## src/sv/etmc_pkg.sv

```systemverilog
// Package for the enzymatic termini / missed cleavage unit.
// Types, codes, constants and the cleavage site function.
// No dependencies.
`timescale 1ns / 1ps

package etmc_pkg;

  localparam int MAX_PEPTIDE_LENGTH = 64;
  localparam int CNT_W = $clog2(MAX_PEPTIDE_LENGTH + 1);
  localparam int CODE_W = 5;
  localparam int KIND_W = 2;
  localparam int MISSED_W = 6;
  localparam int SET_W = 32;
  localparam int CFG_IDX_W = 2;

  localparam logic [CNT_W-1:0] CNT_MAX = CNT_W'(MAX_PEPTIDE_LENGTH);
  localparam logic [MISSED_W-1:0] MISSED_MAX = '1;
  localparam logic [CODE_W-1:0] TERMINUS_CODE = CODE_W'(26);

  localparam logic [SET_W-1:0] BREAK_SET_RST = 32'h0002_0400;
  localparam logic [SET_W-1:0] NOBREAK_SET_RST = 32'h0000_8000;

  typedef enum logic [KIND_W-1:0] {
    KIND_PRE_FLANK  = 2'd0,
    KIND_RESIDUE    = 2'd1,
    KIND_POST_FLANK = 2'd2,
    KIND_IGNORED    = 2'd3
  } item_kind_t;

  typedef enum logic [CFG_IDX_W-1:0] {
    REG_BREAK_SET   = 2'd0,
    REG_NOBREAK_SET = 2'd1,
    REG_CUT_AFTER   = 2'd2,
    REG_UNUSED      = 2'd3
  } cfg_reg_t;

  typedef struct packed {
    logic [SET_W-1:0] break_set;
    logic [SET_W-1:0] nobreak_set;
    logic             cut_after;
  } cfg_t;

  typedef struct packed {
    logic                nterm_ok;
    logic                cterm_ok;
    logic [MISSED_W-1:0] missed_sites;
  } result_t;

  function automatic logic is_site(cfg_t c, logic [CODE_W-1:0] left,
                                   logic [CODE_W-1:0] right);
    logic site;
    if (c.cut_after) begin
      site = c.break_set[left] & ~c.nobreak_set[right];
    end else begin
      site = c.break_set[right] & ~c.nobreak_set[left];
    end
    return site;
  endfunction

endpackage

```

## src/sv/etmc_cfg_regs.sv

```systemverilog
// Configuration register file: break set, no-break set, cut direction.
// Depends on etmc_pkg.
`timescale 1ns / 1ps

module etmc_cfg_regs (
  input  logic                           clk,
  input  logic                           rst_n,
  input  logic                           cfg_valid,
  input  logic [etmc_pkg::CFG_IDX_W-1:0] cfg_index,
  input  logic [etmc_pkg::SET_W-1:0]     cfg_wdata,
  output etmc_pkg::cfg_t                 cfg
);

  etmc_pkg::cfg_t cfg_r, cfg_nxt;

  always_comb begin
    cfg_nxt = cfg_r;
    if (cfg_valid) begin
      unique case (etmc_pkg::cfg_reg_t'(cfg_index))
        etmc_pkg::REG_BREAK_SET:   cfg_nxt.break_set = cfg_wdata;
        etmc_pkg::REG_NOBREAK_SET: cfg_nxt.nobreak_set = cfg_wdata;
        etmc_pkg::REG_CUT_AFTER:   cfg_nxt.cut_after = cfg_wdata[0];
        default:                   cfg_nxt = cfg_r;
      endcase
    end
  end

  always_ff @(posedge clk) begin
    if (!rst_n) begin
      cfg_r.break_set <= etmc_pkg::BREAK_SET_RST;
      cfg_r.nobreak_set <= etmc_pkg::NOBREAK_SET_RST;
      cfg_r.cut_after <= 1'b1;
    end else begin
      cfg_r <= cfg_nxt;
    end
  end

  assign cfg = cfg_r;

endmodule

```

## src/sv/etmc_core.sv

```systemverilog
// Per-peptide state and site evaluation for one registered item per cycle while step is high.
// Depends on etmc_pkg.
`timescale 1ns / 1ps

module etmc_core (
  input  logic                        clk,
  input  logic                        rst_n,
  input  logic                        step,
  input  etmc_pkg::item_kind_t        kind,
  input  logic [etmc_pkg::CODE_W-1:0] code,
  input  etmc_pkg::cfg_t              cfg,
  output etmc_pkg::result_t           result
);

  logic [etmc_pkg::CODE_W-1:0]   prev_r, prev_nxt;
  logic                          nterm_r, nterm_nxt;
  logic [etmc_pkg::MISSED_W-1:0] missed_r, missed_nxt;
  logic [etmc_pkg::CNT_W-1:0]    cnt_r, cnt_nxt;
  logic                          site;

  assign site = etmc_pkg::is_site(cfg, prev_r, code);

  always_comb begin
    prev_nxt = prev_r;
    nterm_nxt = nterm_r;
    missed_nxt = missed_r;
    cnt_nxt = cnt_r;
    if (step) begin
      unique case (kind)
        etmc_pkg::KIND_PRE_FLANK, etmc_pkg::KIND_POST_FLANK: begin
          prev_nxt = code;
          nterm_nxt = 1'b0;
          missed_nxt = '0;
          cnt_nxt = '0;
        end
        etmc_pkg::KIND_RESIDUE: begin
          // residues past the length limit are dropped
          if (cnt_r < etmc_pkg::CNT_MAX) begin
            if (cnt_r == '0) begin
              nterm_nxt = (prev_r == etmc_pkg::TERMINUS_CODE) | site;
            end else if (site && missed_r != etmc_pkg::MISSED_MAX) begin
              missed_nxt = missed_r + 1'b1;
            end
            prev_nxt = code;
            cnt_nxt = cnt_r + 1'b1;
          end
        end
        default: begin
          prev_nxt = prev_r;
        end
      endcase
    end
  end

  always_ff @(posedge clk) begin
    if (!rst_n) begin
      prev_r <= '0;
      nterm_r <= 1'b0;
      missed_r <= '0;
      cnt_r <= '0;
    end else begin
      prev_r <= prev_nxt;
      nterm_r <= nterm_nxt;
      missed_r <= missed_nxt;
      cnt_r <= cnt_nxt;
    end
  end

  always_comb begin
    result.nterm_ok = nterm_r;
    result.cterm_ok = (code == etmc_pkg::TERMINUS_CODE) | site;
    result.missed_sites = missed_r;
  end

`ifndef SYNTHESIS
  a_cnt_bound: assert property (@(posedge clk) disable iff (!rst_n)
    cnt_r <= etmc_pkg::CNT_MAX)
    else $error("residue count beyond peptide length limit");

  a_flank_clears: assert property (@(posedge clk) disable iff (!rst_n)
    step && (kind == etmc_pkg::KIND_PRE_FLANK || kind == etmc_pkg::KIND_POST_FLANK)
    |=> cnt_r == '0 && missed_r == '0 && !nterm_r)
    else $error("flank did not clear peptide state");

  a_missed_only_internal: assert property (@(posedge clk) disable iff (!rst_n)
    missed_r != $past(missed_r) && missed_r != '0 |-> $past(cnt_r) != '0)
    else $error("missed count moved on first residue");

  a_first_residue: assert property (@(posedge clk) disable iff (!rst_n)
    step && kind == etmc_pkg::KIND_RESIDUE && cnt_r == '0 |=> cnt_r == 1)
    else $error("first residue not counted");
`endif

endmodule

```

## src/sv/enzymatic_termini_missed_cleavages_unit.sv

```systemverilog
// Top level: input register, peptide core, result register, config regs.
// Depends on etmc_pkg, etmc_cfg_regs, etmc_core.
// A result is taken into the result register when its following-flank transaction leaves stage 1.
// Throughput: one transaction per cycle unless stage 1 stalls on a result while the output is occupied.
// Reset (rst_n low, synchronous): config returns to K,R / P / cut-after,
// peptide state clears, both pipeline registers go empty.
`timescale 1ns / 1ps

module enzymatic_termini_missed_cleavages_unit (
  input  logic                            clk,
  input  logic                            rst_n,
  input  logic                            in_valid,
  output logic                            in_ready,
  input  logic [etmc_pkg::KIND_W-1:0]     in_item_kind,
  input  logic [etmc_pkg::CODE_W-1:0]     in_residue_code,
  output logic                            out_valid,
  input  logic                            out_ready,
  output logic                            out_nterm_ok,
  output logic                            out_cterm_ok,
  output logic [etmc_pkg::MISSED_W-1:0]   out_missed_sites,
  input  logic                            cfg_valid,
  output logic                            cfg_ready,
  input  logic [etmc_pkg::CFG_IDX_W-1:0]  cfg_index,
  input  logic [etmc_pkg::SET_W-1:0]      cfg_wdata
);

  etmc_pkg::cfg_t              cfg;
  etmc_pkg::result_t           result;
  etmc_pkg::result_t           res_r;
  logic                        s1_valid_r, s1_valid_nxt;
  etmc_pkg::item_kind_t        s1_kind_r;
  logic [etmc_pkg::CODE_W-1:0] s1_code_r;
  logic                        out_valid_r, out_valid_nxt;
  logic                        out_free, s1_go, s1_emit, in_take;

  assign cfg_ready = 1'b1;

  etmc_cfg_regs u_cfg (
    .clk       (clk),
    .rst_n     (rst_n),
    .cfg_valid (cfg_valid),
    .cfg_index (cfg_index),
    .cfg_wdata (cfg_wdata),
    .cfg       (cfg)
  );

  // stage 1 stalls only when it holds a result and the output is occupied
  assign out_free = !out_valid_r || out_ready;
  assign s1_emit  = s1_valid_r && (s1_kind_r == etmc_pkg::KIND_POST_FLANK);
  assign s1_go    = s1_valid_r && (!s1_emit || out_free);
  assign in_ready = !s1_valid_r || s1_go;
  assign in_take  = in_valid && in_ready;

  etmc_core u_core (
    .clk    (clk),
    .rst_n  (rst_n),
    .step   (s1_go),
    .kind   (s1_kind_r),
    .code   (s1_code_r),
    .cfg    (cfg),
    .result (result)
  );

  always_comb begin
    s1_valid_nxt = in_take || (s1_valid_r && !s1_go);
    out_valid_nxt = (s1_go && s1_emit) || (out_valid_r && !out_ready);
  end

  always_ff @(posedge clk) begin
    if (!rst_n) begin
      s1_valid_r <= 1'b0;
      out_valid_r <= 1'b0;
    end else begin
      s1_valid_r <= s1_valid_nxt;
      out_valid_r <= out_valid_nxt;
    end
  end

  always_ff @(posedge clk) begin
    if (in_take) begin
      s1_kind_r <= etmc_pkg::item_kind_t'(in_item_kind);
      s1_code_r <= in_residue_code;
    end
    if (s1_go && s1_emit) begin
      res_r <= result;
    end
  end

  assign out_valid        = out_valid_r;
  assign out_nterm_ok     = res_r.nterm_ok;
  assign out_cterm_ok     = res_r.cterm_ok;
  assign out_missed_sites = res_r.missed_sites;

`ifndef SYNTHESIS
  a_no_overwrite: assert property (@(posedge clk) disable iff (!rst_n)
    out_valid_r && !out_ready |-> !(s1_go && s1_emit))
    else $error("result register overwritten while held");

  a_stage_hold: assert property (@(posedge clk) disable iff (!rst_n)
    s1_valid_r && !s1_go |=> s1_valid_r && $stable(s1_code_r))
    else $error("stalled stage-1 transaction lost");

  a_emit_only_flank: assert property (@(posedge clk) disable iff (!rst_n)
    $rose(out_valid_r) |-> $past(s1_kind_r) == etmc_pkg::KIND_POST_FLANK)
    else $error("result from non-flank transaction");
`endif

endmodule
```

## config.mk

```make
export PLATFORM = sky130hd
export DESIGN_NAME = enzymatic_termini_missed_cleavages_unit
export DESIGN_NICKNAME = d
export VERILOG_FILES = /design/src/sv/etmc_pkg.sv /design/src/sv/etmc_cfg_regs.sv /design/src/sv/etmc_core.sv /design/src/sv/enzymatic_termini_missed_cleavages_unit.sv
export SDC_FILE = /design/constraint.sdc
export NUM_CORES = 1
export LEC_CHECK = 0
export BUFFER_PORTS_ARGS = -buffer_cell sky130_fd_sc_hd__buf_4
export CELL_PAD_IN_SITES_DETAIL_PLACEMENT = 0
export CELL_PAD_IN_SITES_GLOBAL_PLACEMENT = 1
export CORE_MARGIN = 2
export CORE_UTILIZATION = 48
export CTS_CLUSTER_SIZE = 30
export DETAILED_ROUTE_END_ITERATION = 6
export GPL_TIMING_DRIVEN = 0
export PLACE_DENSITY_LB_ADDON = 0.2
export SYNTH_ARGS = -nofsm -noshare
export SYNTH_HDL_FRONTEND = slang
export SYNTH_SLANG_ARGS = --single-unit
```

## constraint.sdc

```tcl
create_clock -name clk -period 6.7 [get_ports clk]
set_input_delay 0.67 -clock clk [delete_from_list [all_inputs] [get_ports clk]]
set_output_delay 0.67 -clock clk [all_outputs]
set_load 0.005 [all_outputs]
```

======== Word-level counts from Yosys, hierarchy flattened ========
Index checks and enable logic that the tools add are counted.
word-level totals
  register bits ........................... 101
  bits of input ports ..................... 46
operators by class
  equality and inequality tests ........... 11
  reduce and logical (&&, ||, !) cells .... 28
  mux-type cells .......................... 20
  bitwise operators ....................... 6
  add/subtract/negate cells ............... 2
  order comparisons ....................... 3
operators with widths
  cell                                                         number
  binary-select mux 1 bit (select 5 bit)                       4
  two-way mux 6 bit                                            3
  one-hot mux 7 bit (2 select lines)                           1
  less-than comparator 5 x 6 -> 1 bit (second input constant)  2
  one-hot mux 6 bit (2 select lines)                           1
  == test 5 bit (second input constant)                        2
  one-hot mux 5 bit (2 select lines)                           1
  adder 7 x 1 -> 7 bit (second input constant)                 1
  logical AND 1 bit                                            7
  zero test 7 bit                                              1
  less-than comparator 7 bit (second input constant)           1
  two-way mux 1 bit                                            7
  two-way mux 7 bit                                            1
  adder 6 x 1 -> 6 bit (second input constant)                 1
  != test 2 x 1 -> 1 bit (second input constant)               3
  != test 6 bit (second input constant)                        1
  AND reduction 2 bit                                          3
  zero test 1 bit                                              5
  logical OR 1 bit                                             5
  two-way mux 5 bit                                            1
  AND reduction 5 bit                                          1
  == test 2 x 1 -> 1 bit (second input constant)               2
  == test 2 bit (second input constant)                        2
  zero test 2 bit                                              2
  other kinds (9)                                              12

======== Depth between registers and ports, before layout ========
  word-level depth ........................ 10
  mapped depth ............................ 10
  mapped depth without buffers ............ 7

======== Cells and area by module ========
From an unflattened synthesis, not the netlist that was laid out.
unflattened totals
  cell total of the unflattened synthesis .. 500
  area total of the unflattened synthesis .. 5245.0 µm²
by module, submodules not included
  module                                   instances  area an instance (µm²)  seq. area each (µm²)  cells an instance
  etmc_cfg_regs                            1          2543.7                  1301.2                253
  etmc_core                                1          2132.0                  380.4                 219
  enzymatic_termini_missed_cleavages_unit  1          569.3                   490.5                 28

======== Least setup slack after synthesis ========
Ideal clock, no wire load.
  kind .................................... flip-flop to flip-flop
  from .................................... register s1_code_r[1] (netlist name)
  to ...................................... register u_core.missed_r[4] (netlist name)
  buffers on the path ..................... 1
  data required time ...................... 6.580 ns
  stages on the path, launching flop included .. 8
  setup time .............................. 0.120 ns
  data arrival time ....................... 2.317 ns
  slack ................................... 4.263 ns
  cell sequence ........................... edfxtp_1 -> clkbuf_1 -> mux4_2 -> o2111ai_1 -> nand4_1 -> nor4b_4 -> o21ai_1 -> a211o_1
between the ends
  longest elaborated chain between the ends .. 8
ends and longest elaborated chain
  item                                         line                                           source
  start: declaration                           enzymatic_termini_missed_cleavages_unit.sv:32  logic [etmc_pkg::CODE_W-1:0] s1_code_r;
  start signal: assignment                     enzymatic_termini_missed_cleavages_unit.sv:82  s1_code_r <= in_residue_code;
  binary-select mux 1 bit (select 5 bit)       etmc_pkg.sv:53                                 site = c.break_set[left] & ~c.nobreak_set[right];
  two-way mux 1 bit (not written as such)      etmc_pkg.sv:53
  inverter 1 bit                               etmc_pkg.sv:53
  AND 1 bit                                    etmc_pkg.sv:53
  two-way mux 1 bit (*)                        etmc_pkg.sv:52                                 if (c.cut_after) begin
  logical AND 1 bit (*)                        etmc_core.sv:41                                end else if (site && missed_r != etmc_pkg::MISSED_MAX) begin
  != test 2 x 1 -> 1 bit (no source line) (*)  -
  AND reduction 5 bit (no source line) (*)     -
  end signal: assignment                       etmc_core.sv:64                                missed_r <= missed_nxt;
  end: declaration                             etmc_core.sv:17                                logic [etmc_pkg::MISSED_W-1:0] missed_r, missed_nxt;
Mark *: on every way between the ends. The rest lies on a longest branch, timed or not. The select of a mux whose other input is x is not followed.
A chain may end at the register's enable or synchronous reset.

======== Worst setup path after layout ========
  from .................................... register s1_code_r[2] (netlist name)
  to ...................................... register u_core.missed_r[4] (netlist name)
Same word-level chain as after synthesis.

==> results.tsv <==
metric	value	unit
synth-edff-count	15	
crit_fanout	10	
postCtsResizedCells	0	
wl	14.14	mm
layout_commonest_cell	nand2_1	
skew	11.64	ps
synth_mux_area_frac	0.1430	
dieArea	11540	µm²
seq_power_share	0.549	
antenna_cells	0	
final_nets	678	
synth_top_area_frac	0.3353	
grt_usage	0.2603	
cp_data_required_time	6970	ps
portBuffers	54	
synth.distinct_cells	58	
vias	4315	
arrival	3360	ps
crit_path_start_kind	flop	
gp_congestion	0.9491	
fin_util	0.5697	
syn_area	5135	µm²
cts_setup_buffers	0	
syn-num-nets	613	
initial_core_util	0.4952	
powerDensity	200.4	nW/µm²
cts_buffers	9	
synth_xor_area_frac	0.008528	
synth-adder-area-share	0.007310	
dp.cells	754	
netlist_instances	564	
maxCapViolations	0	
grt_antenna_before_repair	0	
cp-endpoint	u_core.missed_r[4]$_SDFFE_PN0P_	
cpMostUsedCell	buf_4	
slowest_delay	500	ps
final_cell_mix	nand2_1, dfxtp_1, a21boi_0, buf_4, mux2i_1	
grt_pass1_wl	22.34	mm
p_leak	0.002229	µW
cts_hold_buffers	0	
insertion_delay	390	ps
rsz0062_at_grt	false	
pre_cts_ws	3647	ps
hold_path.class	reg2reg	
finalMaxSlewViolations	0	
synth_ff_type	dfxtp_1	
use_met1	0.3208	
setup_tns	0	ps
p_clk_frac	0.323	
synth_seq_area_share	0.4230	
crit_chain	buf_2, buf_4, buf_4, mux4_2, o2111ai_1, nand4_1, nor4b_4, o21ai_1, a211o_1	
post-route-min-period	3089	ps
r2r-start	s1_code_r[2]$_DFFE_PP_	
layout-drive-gt1-share	0.1467	
critPathLaunch	s1_code_r[2]$_DFFE_PP_	
max_freq	0.3238	GHz
critical-path-slowest-cell	nor4b_4	
wire_per_inst	18.36	µm
rows	37	
tightest_slew	887.1	ps
clk_pin_slew	90	ps
die_w	107.4	µm
hold_viol	0	
core	10370	µm²
synth-compound-area-share	0.1689	
rrSetupSlack	3610	ps
ys_warn_count	0	
drc_errors	0	
finalNonFillerCells	770	
cts_max_level	3	
holdWs	441.0	ps
cp_num_buf_inv	3	
grt-ovfl-total	0	
final-setup-viol-count	0	
comb_power_share	0.128	
drt-pass1-iter-count	5	
initialDrtViolationCount	288	
routed_via_density	5.604	
grtUsageMet2	0.4566	
clock_sinks	101	
ys_seq_elements	101	
ir_worst_vdd	0.1685	mV
grt_pass1_vias	4242	
slew_headroom	0.4073	
period_share	0.4610	
io-pin-count	57	
grt_max_degree	16	
busiest_layer	met2	
yosys.area.top_type	dfxtp_1	
syn_avg_cell_area	9.104	µm²
switchingPower	304.1	µW
crit-reg2reg-capture	u_core.missed_r[4]$_SDFFE_PN0P_	
use_met3	0.05811	
synth_top_family_by_area	simple AND/OR/NAND/NOR gates	
reg2regPathDepth	9	
status	complete, no violations	
synthTopCellsByArea	dfxtp_1, nand2_1, a21boi_0	
die_height	107.4	µm
worstSetupPathDepth	9	
synth-async-reset-ratio	0	
cpLargestDelayFamily	buffers and inverters	
postLayoutSetupSlackWorst	3611	ps
critPathCaptureType	flop	
internal_power	879.8	µW
synth-simple-area-share	0.2025	
cts-root-buf	clkbuf_8	
syn2layout_area_growth	15.06	%
swShare	0.2569	
clk_path_buf_depth	2	
worstSetupPathType	reg2reg	
place_hpwl	10.70	mm
ant_nets	0	
cts_tree	yes	
-- sequential cells by signal, summed over array words and instances (netlist names) --
signal,flops
s1_code_r,5
out_valid,1
u_core.cnt_r,7
u_core.missed_r,6
u_cfg.cfg,65
s1_valid_r,1
out_missed_sites,6
u_core.nterm_r,1
s1_kind_r,2
out_nterm_ok,1
u_core.prev_r,5
out_cterm_ok,1
-- power by group through the flow --
stage          Combinational [µW]  Sequential, µW  Clock, µW
2_1_floorplan                93.4             657          0
3_3_place_gp                  149             663          0
3_5_place_dp                  151             663          0
4_1_cts                       151             649        395
5_1_grt                       166             652        416
6_report                      152             649        383
-- logic make-up after synthesis --
logic type | count (synthesis)
adders and majority gates | 3
xor gates and xnor gates | 5
muxes | 53
buffers and inverters | 53
other | 1
and+or+nand+nor | 231
AOI/OAI and AO/OA | 117
DFF | 101
-- cell usage after synthesis, types with 5 or more instances --
cell,count
nand2_1,145
dfxtp_1,86
a21boi_0,62
mux2i_1,37
clkbuf_1,29
nor2_1,19
edfxtp_1,15
nor2b_1,14
nand3_1,13
inv_1,12
mux4_2,11
and3_1,10
nor3_1,9
o21ai_0,7
a21oi_1,6
a22oi_1,6
buf_4,5
-- worst reg2reg max path: cells and delay by family, from the launching register on --
family	cells	cell delay, ps
DFF	1	320
muxes	1	340
buffers and inverters	3	880
and+or+nand+nor	2	730
AOI/OAI and AO/OA	3	710
-- layout make-up --
type	count	area (µm²)
Fill cell	995	4462
Multi-Input combinational cell	410	2726
Tap cell	136	170.2
Sequential cell	101	2172
Clock inverter	2	13.76
Timing Repair Buffer	54	405.4
Buffer	40	187.7
Inverter	13	48.80
Clock buffer	14	183.9
-- stage by stage --
step / power, µW / cell area (µm²)
final: 1184 / 5908
after global routing: 1234 / 5908
after CTS: 1195 / 5908
after detailed placement: 814.0 / 5710
after global placement: 811.4 / 5710
after floorplan: 750.5 / 5135
-- routing by layer --
layer,share of wire,vias to the layer above
li1,-,2117
met1,0.45,2093
met2,0.50,94
met3,0.042,11
met4,0.013,0
met5,0,-
-- how the worst min path moves through the flow --
stage / cells after the start / startpoint / end
6_report: 0 / u_core.nterm_r$_SDFFE_PN0P_ / out_nterm_ok$_DFFE_PP_
5_1_grt: 1 / in_residue_code[1] / s1_code_r[1]$_DFFE_PP_
4_1_cts: 1 / in_item_kind[0] / s1_kind_r[0]$_DFFE_PP_
3_5_place_dp: 0 / u_core.nterm_r$_SDFFE_PN0P_ / out_nterm_ok$_DFFE_PP_
3_3_place_gp: 0 / u_core.nterm_r$_SDFFE_PN0P_ / out_nterm_ok$_DFFE_PP_
2_1_floorplan: 0 / u_core.nterm_r$_SDFFE_PN0P_ / out_nterm_ok$_DFFE_PP_
(Power assumes the default switching activity.)
